File: config.mk
export PLATFORM = sky130hd
export DESIGN_NAME = lru_stack_replacement_tracker_unit_flat
export DESIGN_NICKNAME = d
export VERILOG_FILES = /design/src/rtl/core/lrust_pkg.sv /design/src/rtl/core/lrust_stream_if.sv /design/src/rtl/core/lrust_list.sv /design/src/rtl/core/lru_stack_replacement_tracker_unit.sv /design/src/flat_wrapper.sv
export VERILOG_INCLUDE_DIRS = /design/src /design/src/rtl/core
export SDC_FILE = /design/constraint.sdc
export NUM_CORES = 1
export LEC_CHECK = 0
export BUFFER_PORTS_ARGS = -buffer_cell sky130_fd_sc_hd__buf_4
export CAP_MARGIN = 20
export CORE_MARGIN = 2
export CORE_UTILIZATION = 30
export CTS_BUF_LIST = sky130_fd_sc_hd__clkbuf_8
export DETAILED_ROUTE_END_ITERATION = 12
export GPL_TIMING_DRIVEN = 0
export PLACE_DENSITY = 0.51
export SYNTH_ARGS = -nofsm -noshare
export SYNTH_HDL_FRONTEND = slang
export SYNTH_HIERARCHICAL = 1
export SYNTH_SLANG_ARGS = --single-unit
export TNS_END_PERCENT = 50
File: constraint.sdc
create_clock -name clk -period 10.53 [get_ports clk]
set_input_delay 2.6325 -clock clk [delete_from_list [all_inputs] [get_ports clk]]
set_output_delay 2.6325 -clock clk [all_outputs]
set_load 0.02 [all_outputs]
File: src/rtl/core/lru_stack_replacement_tracker_unit_assert.svh
// assertion macros used by the lru tracker top level
`ifndef LRU_STACK_REPLACEMENT_TRACKER_UNIT_ASSERT_SVH
`define LRU_STACK_REPLACEMENT_TRACKER_UNIT_ASSERT_SVH

// same-cycle implication, checked out of reset
`define LRUST_ASSERT_NOW(label, clk, rst_n, ante, cons) \
    label: assert property (@(posedge clk) disable iff (!rst_n) (ante) |-> (cons)) \
        else $error("lrust assertion failed");

// next-cycle implication, checked out of reset
`define LRUST_ASSERT_NEXT(label, clk, rst_n, ante, cons) \
    label: assert property (@(posedge clk) disable iff (!rst_n) (ante) |=> (cons)) \
        else $error("lrust assertion failed");

`endif

File: src/rtl/core/lrust_pkg.sv
// shared types and constants of the lru tracker
package lrust_pkg;

    // width of a buffer slot index on the channels
    localparam int BID_W = 4;

    typedef enum logic {
        ACT_TOUCH  = 1'b0,
        ACT_REMOVE = 1'b1
    } lrust_act_t;

    typedef struct packed {
        lrust_act_t        action;
        logic [BID_W-1:0]  buffer_id;
    } lrust_req_t;

    typedef struct packed {
        logic [BID_W-1:0]  victim_id;
        logic              victim_valid;
        logic [BID_W-1:0]  recent_id;
        logic              recent_valid;
    } lrust_rsp_t;

endpackage

File: src/rtl/core/lrust_stream_if.sv
// valid/ready channel carrying one payload beat
interface lrust_stream_if #(
    parameter type data_t = logic
);
    logic  valid;
    logic  ready;
    data_t data;

    modport source (output valid, output data, input ready);
    modport sink   (input valid, input data, output ready);
endinterface

File: src/rtl/core/lrust_list.sv
// doubly linked recency list: link registers and combinational link update
module lrust_list #(
    parameter int NUM_SLOTS = 16
) (
    input  logic               clk,
    input  logic               rst_n,
    input  logic               step,
    input  lrust_pkg::lrust_req_t item,
    output lrust_pkg::lrust_rsp_t status
);
    import lrust_pkg::*;

    localparam int MAX_IDS = 1 << BID_W;
    localparam int DEPTH   = (NUM_SLOTS < MAX_IDS) ? NUM_SLOTS : MAX_IDS;
    localparam int LINK_W  = $clog2(NUM_SLOTS + 1);
    localparam int IDX_W   = $clog2(DEPTH);
    localparam logic [LINK_W-1:0] LINK_NULL = LINK_W'(NUM_SLOTS);
    localparam logic [BID_W:0]    ID_LIMIT  = (BID_W+1)'(DEPTH);

    logic [LINK_W-1:0] next_reg [DEPTH];
    logic [LINK_W-1:0] next_next [DEPTH];
    logic [LINK_W-1:0] prev_reg [DEPTH];
    logic [LINK_W-1:0] prev_next [DEPTH];
    logic [DEPTH-1:0]  on_reg;
    logic [DEPTH-1:0]  on_next;
    logic [LINK_W-1:0] head_reg;
    logic [LINK_W-1:0] head_next;
    logic [LINK_W-1:0] tail_reg;
    logic [LINK_W-1:0] tail_next;

    logic              id_ok;
    logic [IDX_W-1:0]  slot;
    logic [LINK_W-1:0] slot_link;
    logic              present;
    logic              is_head;
    logic [LINK_W-1:0] p_link;
    logic [LINK_W-1:0] n_link;
    logic              p_null;
    logic              n_null;
    logic              do_unlink;
    logic              do_push;
    logic [LINK_W-1:0] head_mid;
    logic [LINK_W-1:0] tail_mid;
    logic              head_mid_null;

    assign id_ok     = {1'b0, item.buffer_id} < ID_LIMIT;
    assign slot      = item.buffer_id[IDX_W-1:0];
    assign slot_link = LINK_W'(slot);
    assign present   = on_reg[slot];
    assign is_head   = present && (head_reg == slot_link);
    assign p_link    = prev_reg[slot];
    assign n_link    = next_reg[slot];
    assign p_null    = (p_link == LINK_NULL);
    assign n_null    = (n_link == LINK_NULL);

    // a touch of a listed slot other than the head unlinks before pushing
    assign do_unlink = step && id_ok && present
                       && ((item.action == ACT_REMOVE) || !is_head);
    assign do_push   = step && id_ok && (item.action == ACT_TOUCH) && !is_head;

    // list ends after the unlink half
    assign head_mid      = (do_unlink && p_null) ? n_link : head_reg;
    assign tail_mid      = (do_unlink && n_null) ? p_link : tail_reg;
    assign head_mid_null = (head_mid == LINK_NULL);

    assign head_next = do_push ? slot_link : head_mid;
    assign tail_next = (do_push && head_mid_null) ? slot_link : tail_mid;

    // per-entry link writes, push wins over unlink
    always_comb
    begin
        for (int i = 0; i < DEPTH; i++)
        begin
            next_next[i] = next_reg[i];
            prev_next[i] = prev_reg[i];
            on_next[i]   = on_reg[i];
            if (do_unlink && !p_null && (p_link == LINK_W'(i)))
            begin
                next_next[i] = n_link;
            end
            if (do_unlink && !n_null && (n_link == LINK_W'(i)))
            begin
                prev_next[i] = p_link;
            end
            if (do_unlink && (slot_link == LINK_W'(i)))
            begin
                next_next[i] = LINK_NULL;
                prev_next[i] = LINK_NULL;
                on_next[i]   = 1'b0;
            end
            if (do_push && !head_mid_null && (head_mid == LINK_W'(i)))
            begin
                prev_next[i] = slot_link;
            end
            if (do_push && (slot_link == LINK_W'(i)))
            begin
                next_next[i] = head_mid;
                prev_next[i] = LINK_NULL;
                on_next[i]   = 1'b1;
            end
        end
    end

    always_ff @(posedge clk or negedge rst_n)
    begin
        if (!rst_n)
        begin
            for (int i = 0; i < DEPTH; i++)
            begin
                next_reg[i] <= LINK_NULL;
                prev_reg[i] <= LINK_NULL;
            end
            on_reg   <= '0;
            head_reg <= LINK_NULL;
            tail_reg <= LINK_NULL;
        end
        else
        begin
            for (int i = 0; i < DEPTH; i++)
            begin
                next_reg[i] <= next_next[i];
                prev_reg[i] <= prev_next[i];
            end
            on_reg   <= on_next;
            head_reg <= head_next;
            tail_reg <= tail_next;
        end
    end

    always_comb
    begin
        if ((head_next != LINK_NULL) && (tail_next != LINK_NULL))
        begin
            status.victim_id    = BID_W'(tail_next);
            status.victim_valid = 1'b1;
            status.recent_id    = BID_W'(head_next);
            status.recent_valid = 1'b1;
        end
        else
        begin
            status = '0;
        end
    end

endmodule

File: src/rtl/core/lru_stack_replacement_tracker_unit.sv
// lru replacement tracker: top level with input and result registers
//
// usage
//   req carries one beat per access: action (touch or remove) and buffer_id
//   rsp carries one beat per accepted req beat: victim_id/victim_valid
//   (least recent slot) and recent_id/recent_valid (most recent slot),
//   both reported after the access took effect; ids read 0 when empty
//   ids at or above NUM_SLOTS leave the list alone and still get a beat
// timing
//   one req beat per cycle sustained while rsp is not stalled; an accepted
//   beat is held in the input register, runs through the list update and
//   lands in the result register, from which the rsp beat is offered
// reset
//   rst_n clears the list to empty and drops both pipeline valids
// backpressure
//   a stalled rsp holds the result register; the input register drains
//   into it as soon as it frees, so req.ready only drops while both the
//   input register and the result register are full and rsp is stalled
`include "lru_stack_replacement_tracker_unit_assert.svh"

module lru_stack_replacement_tracker_unit #(
    parameter int NUM_SLOTS = 16
) (
    input  logic                clk,
    input  logic                rst_n,
    lrust_stream_if.sink        req,
    lrust_stream_if.source      rsp
);
    import lrust_pkg::*;

    localparam int MAX_IDS = 1 << BID_W;
    localparam int DEPTH   = (NUM_SLOTS < MAX_IDS) ? NUM_SLOTS : MAX_IDS;
    localparam logic [BID_W:0] ID_LIMIT = (BID_W+1)'(DEPTH);

    // input register
    logic       item_valid_reg;
    logic       item_valid_next;
    lrust_req_t item_reg;
    lrust_req_t item_next;

    // result register
    logic       rsp_valid_reg;
    logic       rsp_valid_next;
    lrust_rsp_t rsp_reg;
    lrust_rsp_t rsp_next;

    logic       advance;
    logic       step;
    logic       req_fire;
    lrust_rsp_t status;

    // result register free or emptying this cycle
    assign advance  = !rsp_valid_reg || rsp.ready;
    // the held item goes through the list update
    assign step     = item_valid_reg && advance;
    assign req.ready = !item_valid_reg || advance;
    assign req_fire = req.valid && req.ready;

    assign rsp.valid = rsp_valid_reg;
    assign rsp.data  = rsp_reg;

    lrust_list #(
        .NUM_SLOTS (NUM_SLOTS)
    ) u_list (
        .clk    (clk),
        .rst_n  (rst_n),
        .step   (step),
        .item   (item_reg),
        .status (status)
    );

    always_comb
    begin
        item_valid_next = item_valid_reg;
        item_next       = item_reg;
        if (req_fire)
        begin
            item_valid_next = 1'b1;
            item_next       = req.data;
        end
        else if (step)
        begin
            item_valid_next = 1'b0;
        end
    end

    always_comb
    begin
        rsp_valid_next = rsp_valid_reg;
        rsp_next       = rsp_reg;
        if (step)
        begin
            rsp_valid_next = 1'b1;
            rsp_next       = status;
        end
        else if (rsp.ready)
        begin
            rsp_valid_next = 1'b0;
        end
    end

    always_ff @(posedge clk or negedge rst_n)
    begin
        if (!rst_n)
        begin
            item_valid_reg <= 1'b0;
            rsp_valid_reg  <= 1'b0;
        end
        else
        begin
            item_valid_reg <= item_valid_next;
            rsp_valid_reg  <= rsp_valid_next;
        end
    end

    // payload registers, no reset
    always_ff @(posedge clk)
    begin
        item_reg <= item_next;
        rsp_reg  <= rsp_next;
    end

    // an accepted beat is always held in the input register next cycle
    `LRUST_ASSERT_NEXT(a_req_captured, clk, rst_n, req_fire, item_valid_reg)
    // a held item that cannot advance stays put
    `LRUST_ASSERT_NEXT(a_item_holds, clk, rst_n, item_valid_reg && !advance,
                       item_valid_reg && $stable(item_reg))
    // a touch of an in-range slot leaves a non-empty list with it on top
    `LRUST_ASSERT_NEXT(a_touch_on_top, clk, rst_n,
                       step && (item_reg.action == ACT_TOUCH)
                       && ({1'b0, item_reg.buffer_id} < ID_LIMIT),
                       rsp_valid_reg && rsp_reg.recent_valid && rsp_reg.victim_valid
                       && (rsp_reg.recent_id == $past(item_reg.buffer_id)))

endmodule

File: src/flat_wrapper.sv
// flat-port wrapper written by rule: the top's interface ports become plain ports
module lru_stack_replacement_tracker_unit_flat import lrust_pkg::*;
#(
    parameter int NUM_SLOTS = 16
)
  (clk, rst_n, req_valid, req_data, req_ready, rsp_valid, rsp_data, rsp_ready);
  lrust_stream_if #(.data_t(lrust_req_t)) req_i ();
  lrust_stream_if #(.data_t(lrust_rsp_t)) rsp_i ();
  input  logic clk;
  input  logic rst_n;
  input wire logic [$bits(req_i.valid)-1:0] req_valid;
  input wire logic [$bits(req_i.data)-1:0] req_data;
  output wire logic [$bits(req_i.ready)-1:0] req_ready;
  output wire logic [$bits(rsp_i.valid)-1:0] rsp_valid;
  output wire logic [$bits(rsp_i.data)-1:0] rsp_data;
  input wire logic [$bits(rsp_i.ready)-1:0] rsp_ready;
  assign req_i.valid = req_valid;
  assign req_i.data = req_data;
  assign req_ready = req_i.ready;
  assign rsp_valid = rsp_i.valid;
  assign rsp_data = rsp_i.data;
  assign rsp_i.ready = rsp_ready;
  lru_stack_replacement_tracker_unit #(.NUM_SLOTS(NUM_SLOTS)) u_core (.clk(clk), .rst_n(rst_n), .req(req_i), .rsp(rsp_i));
endmodule
## After elaboration in Yosys (flattened, before gate mapping)

Cells that the tools add are included.

| storage, ports and cells | value |
|---|---|
| word-level logic and storage cells | 446 |
| input port bits | 9 |
| output and inout bits | 12 |
| register bits | 203 |

| cells by class | value |
|---|---|
| bitwise operators | 2 |
| reductions and logical operators | 157 |
| multiplexer cells | 161 |
| magnitude comparators | 2 |
| eq/ne operators | 66 |

Operators by type and width:

| kind | number |
|---|---|
| $mux W5 | 120 |
| $eq A5 B4 Y1 const B | 24 |
| $logic_and A1 B1 Y1 | 94 |
| $reduce_bool A4 Y1 | 16 |
| $eq A5 B3 Y1 const B | 12 |
| $reduce_bool A3 Y1 | 16 |
| $bmux W5 S4 | 2 |
| $mux W1 | 37 |
| $reduce_bool A2 Y1 | 18 |
| $eq A4 B4 Y1 const B | 8 |
| $eq A5 B2 Y1 const B | 6 |
| $logic_not A5 Y1 | 4 |
| $eq A4 B3 Y1 const B | 4 |
| $eq A5 B1 Y1 const B | 3 |
| $eq A5 B5 Y1 const B | 3 |
| $ne A5 B5 Y1 const B | 2 |
| $eq A4 B2 Y1 const B | 2 |
| $logic_not A1 Y1 | 6 |
| $mux W6 | 1 |
| $eq A5 B4 Y1 | 1 |
| $ge A5 B5 Y1 const B | 1 |
| $lt A4 B5 Y1 const B | 1 |
| $not A4 Y5 | 1 |
| $bmux W1 S4 | 1 |
| 3 further kinds | 5 |

## Depth between registers and ports, before layout

| logic depth | value |
|---|---|
| word-level depth | 14 |
| gate-level depth with buffers | 14 |
| mapped depth without buffers | 8 |

## Cells and area by module

The synthesis kept the hierarchy.

Modules (own cells, without submodules):

| module | seq. area each (um^2) | cells each | instances | area each (um^2) |
|---|---|---|---|---|
| lrust_list | 4697.0 | 1137 | 1 | 11588.6 |
| lru_stack_replacement_tracker_unit | 500.5 | 23 | 1 | 554.3 |

## Worst setup path after synthesis

OpenSTA, ideal clock, no wires.

| timing | value |
|---|---|
| path type | in2out |
| start | input rsp_ready |
| end | output req_ready |
| cell stages on the path | 1 |
| data required time | 7.897 ns |
| slack | 5.089 ns |
| buffers on the path | 0 |
| arrival | 2.809 ns |
| cells stage by stage | nand3b_4 |

| on the way | value |
|---|---|
| word-level cells in the longest chain between the ends | 2 |

RTL lines:

| what | RTL line | text |
|---|---|---|
| start: declaration | flat_wrapper.sv:16 | `input wire logic [$bits(rsp_i.ready)-1:0] rsp_ready;` |
| $logic_or A1 B1 Y1 | lru_stack_replacement_tracker_unit.sv:53 | `assign advance = !rsp_valid_reg \|\| rsp.ready;` |
| $logic_or A1 B1 Y1 | lru_stack_replacement_tracker_unit.sv:56 | `assign req.ready = !item_valid_reg \|\| advance;` |
| end: declaration | flat_wrapper.sv:13 | `output wire logic [$bits(req_i.ready)-1:0] req_ready;` |

Every way passes these cells.

## Final worst setup path

Ends and elaborated chain as after synthesis.

==> summary.txt <==
Die
  – Core footprint: 39,820 um^2
  – Num rows: 73
  – Initial core utilization: 0.3049
  – DIE WIDTH: 205.2 um
  – Die H: 205.2 um
  – Ports: 21
  – DIE AREA: 42,100 um^2

Critical path
  – Critical Path Most Common Cell: buf_4
  – WP buf/inv: 2
  – Worst Path Max Fanout: 3
  – Largest stage delay, worst path: 160 ps
  – Reg2Reg Depth: 12
  – Critical Path AT: 3060 ps
  – Top delay family on crit path: buffers and inverters
  – CP Depth: 3
  – WS Path Type: in2out
  – Worst path cell trace: buf_4 -> nand3b_4 -> buf_4
  – Worst EP required: 7900 ps
  – R2R setup slack: 5490 ps
  – Critical Path Sink Type: primary output
  – Crit start category: primary input
  – Worst path slowest cell: buf_4

Route
  – DRC Markers: 0
  – DR iter-0 viols: 1,043
  – WL final: 47.62 mm
  – Vias per cell: 5.944
  – Drt wl/cell: 26.75 um
  – Detailed-route via count: 10.58k
  – Drt pass-1 iters: 6
  – DRT antenna net count: 0

Yosys
  – Syn avg cell area: 10.47 um^2
  – Sequential share of the synthesized area: 0.4280
  – Synthesized flop and latch total: 203
  – Synth area leader: dfrtp_1
  – Cells after Synth: 1,160
  – Post-Syn Nets: 1,169
  – Most frequent cell after synthesis: dfrtp_1
  – Commonest cells in the netlist: 154 x dfrtp_1, 136 x nand2_1, 80 x mux2_2
  – Ys flop type: dfrtp_1
  – Distinct cell type count after synthesis: 78
  – Top cells by area, synth: dfrtp_1 32%, mux4_2 8.2%, mux2_2 7.4%
  – Post-synth EDFFs: 15
  – Ys Warns: 6
  – Mapped cell area: 12,140 um^2
  – Ys async rst share: 0.9261
  – Top-area cell type share of the netlist area: 0.3174

STA
  – Final Hold Fails: 0
  – Slew Limit Fails: 0
  – Final min period: 5689 ps
  – Final period util: 0.5403
  – Setup TNS: 0 ps
  – Worst relative slew slack: 0.2818
  – Setup Skew: 29.17 ps
  – Slew @ Worst Pin: 1068 ps
  – RSZ-0062 raised after global routing: no
  – F_max: 0.1758 GHz
  – # setup viols final: 0

Placement
  – Port bufs: 20
  – Post-Place Cells: 1,706
  – Post-detail-place hpwl: 34.45 mm
  – RD Place Congestion: 0.9512

CTS
  – CTS resizes: 0
  – Max clock buf depth: 3
  – Hold-fix buffer count after cts: 0
  – Post-CTS Setup Bufs: 0
  – Clock Latency Late Sink: 590 ps
  – H-tree Lvls: 2
  – CTS tree: built
  – Root buf cell: clkbuf_8
  – CTS sink cnt: 203
  – CTS Buf Count: 40
  – Clock-pin slew on the worst setup and hold paths: 50 ps

Power and ir drop
  – Combinational power share: 0.363
  – Psw: 1224 uW
  – Static Leak: 0.005948 uW
  – Peak supply drop: 0.00008130 V
  – Total Power: 3261 uW
  – Clk network pwr share: 0.264
  – Sequential power share: 0.372
  – Pwr dens: 235.5 nW/um^2
  – Power Internal: 2037 uW
  – Sw Share: 0.3754

Global route
  – Grt met2 use: 0.3489
  – Vias in the first global route: 10.60k
  – Met1 usage: 0.3117
  – Met3 global-route usage: 0.05385
  – Initial antenna violation count: 1
  – First-pass GRT wire length: 70.50 mm
  – Busiest grt layer: met2
  – Remaining Overflow, GRT: 0
  – Largest net degree at the start of global routing: 113
  – GRT Util Overall: 0.2307

Min path
  – Hold path cells: 2
  – Hold crit path type: reg2reg

Final layout
  – FF+latch area: 5197 um^2
  – Fin nets: 1,233
  – Post-route insts no fill: 1,780
  – Share of the core filled with cells: 0.3477
  – Area growth syn-to-layout: 14.02%
  – Footprint of the multi-input gates: 6447 um^2
  – Ratio of cells with drive above 1 in the final layout: 0.2486
  – N_diodes: 0
  – # fillers: 4,079

Status
  – Status: completed

Run
  – Max-cap violations: 0
final cells by class:
class,count,area share
clock inverter,24,0.01292
buffer,84,0.03190
clock buffer,49,0.04871
tap,525,0.04744
sequential,203,0.3754
inverter,15,0.004067
multi-input combinational,858,0.4657
timing repair buffer,22,0.01392
per-stage QoR:
step | hold WS, ps | setup slack (ps) | cell area [um^2]
after CTS | 478.7 | 4841 | 13840
after global placement | 462.9 | 4598 | 12950
after global routing | 509.4 | 4821 | 13850
after detailed placement | 465.6 | 4528 | 12990
final | 477.7 | 4841 | 13850
after floorplan | 444.8 | 5089 | 12140
placed cells by master, fill, tap and decap left out, drive strengths merged, types with 31 or more instances in the layout:
master,Yosys,routed
nand2,136,136
mux2,91,91
nand3,34,34
clkbuf,52,101
nor3,31,31
inv,15,32
o21ai,59,59
nor2,82,82
a21oi,75,75
dfstp,34,34
mux4,45,45
buf,32,54
mux2i,44,44
o22ai,45,45
dfrtp,154,154
path summary, 6_finish.rpt:
path	to	startpoint
worst max-delay path	req_ready	rsp_ready
worst min-delay path	u_core/u_list/next_reg[4]$_DFFE_PN1P_	u_core/u_list/next_reg[4]$_DFFE_PN1P_
worst max register to register	u_core/u_list/next_reg[32]$_DFFE_PN0P_	u_core/item_reg[1]$_DFFE_PP_
worst min register to register	u_core/u_list/next_reg[4]$_DFFE_PN1P_	u_core/u_list/next_reg[4]$_DFFE_PN1P_
max in group asynchronous	u_core/u_list/prev_reg[65]$_DFFE_PN0P_	rst_n
min in group asynchronous	u_core/u_list/next_reg[2]$_DFFE_PN0P_	rst_n
logic make-up after synthesis:
family                 count (synthesis)  synth area share
AO/OA/AOI/OAI                        302            0.1728
AND/OR/NAND/NOR                      372            0.1496
buffers and inverters                 99           0.04101
XOR/XNOR                               4          0.002886
multiplexers                         180            0.2057
flip-flops                           203            0.4280
worst register-to-register path: stages (launching register included):
cell and delay [ps]:
edfxtp_1 630, buf_2 490, buf_6 260, buf_2 450
mux4_2 420, a22o_1 320, nor2_1 250, clkbuf_1 690
nor3_1 130, a21oi_2 480, buf_2 380, o22ai_1 120
mux2_1 310
metal layers:
metal / share of wire / wire (um)
met5: 0 / 0
met4: 0.046 / 2198
met3: 0.088 / 4191
met2: 0.44 / 20980
met1: 0.43 / 20250
power by group through the flow:
stage               clock network (uW)  logic, uW  registers, uW
floorplan                            0        795           1170
global placement                     0       1140           1210
detailed placement                   0       1150           1220
CTS                                885       1160           1210
global route                       917       1260           1240
finish                             862       1190           1210
Note: power is estimated with default switching activity, not from simulation.
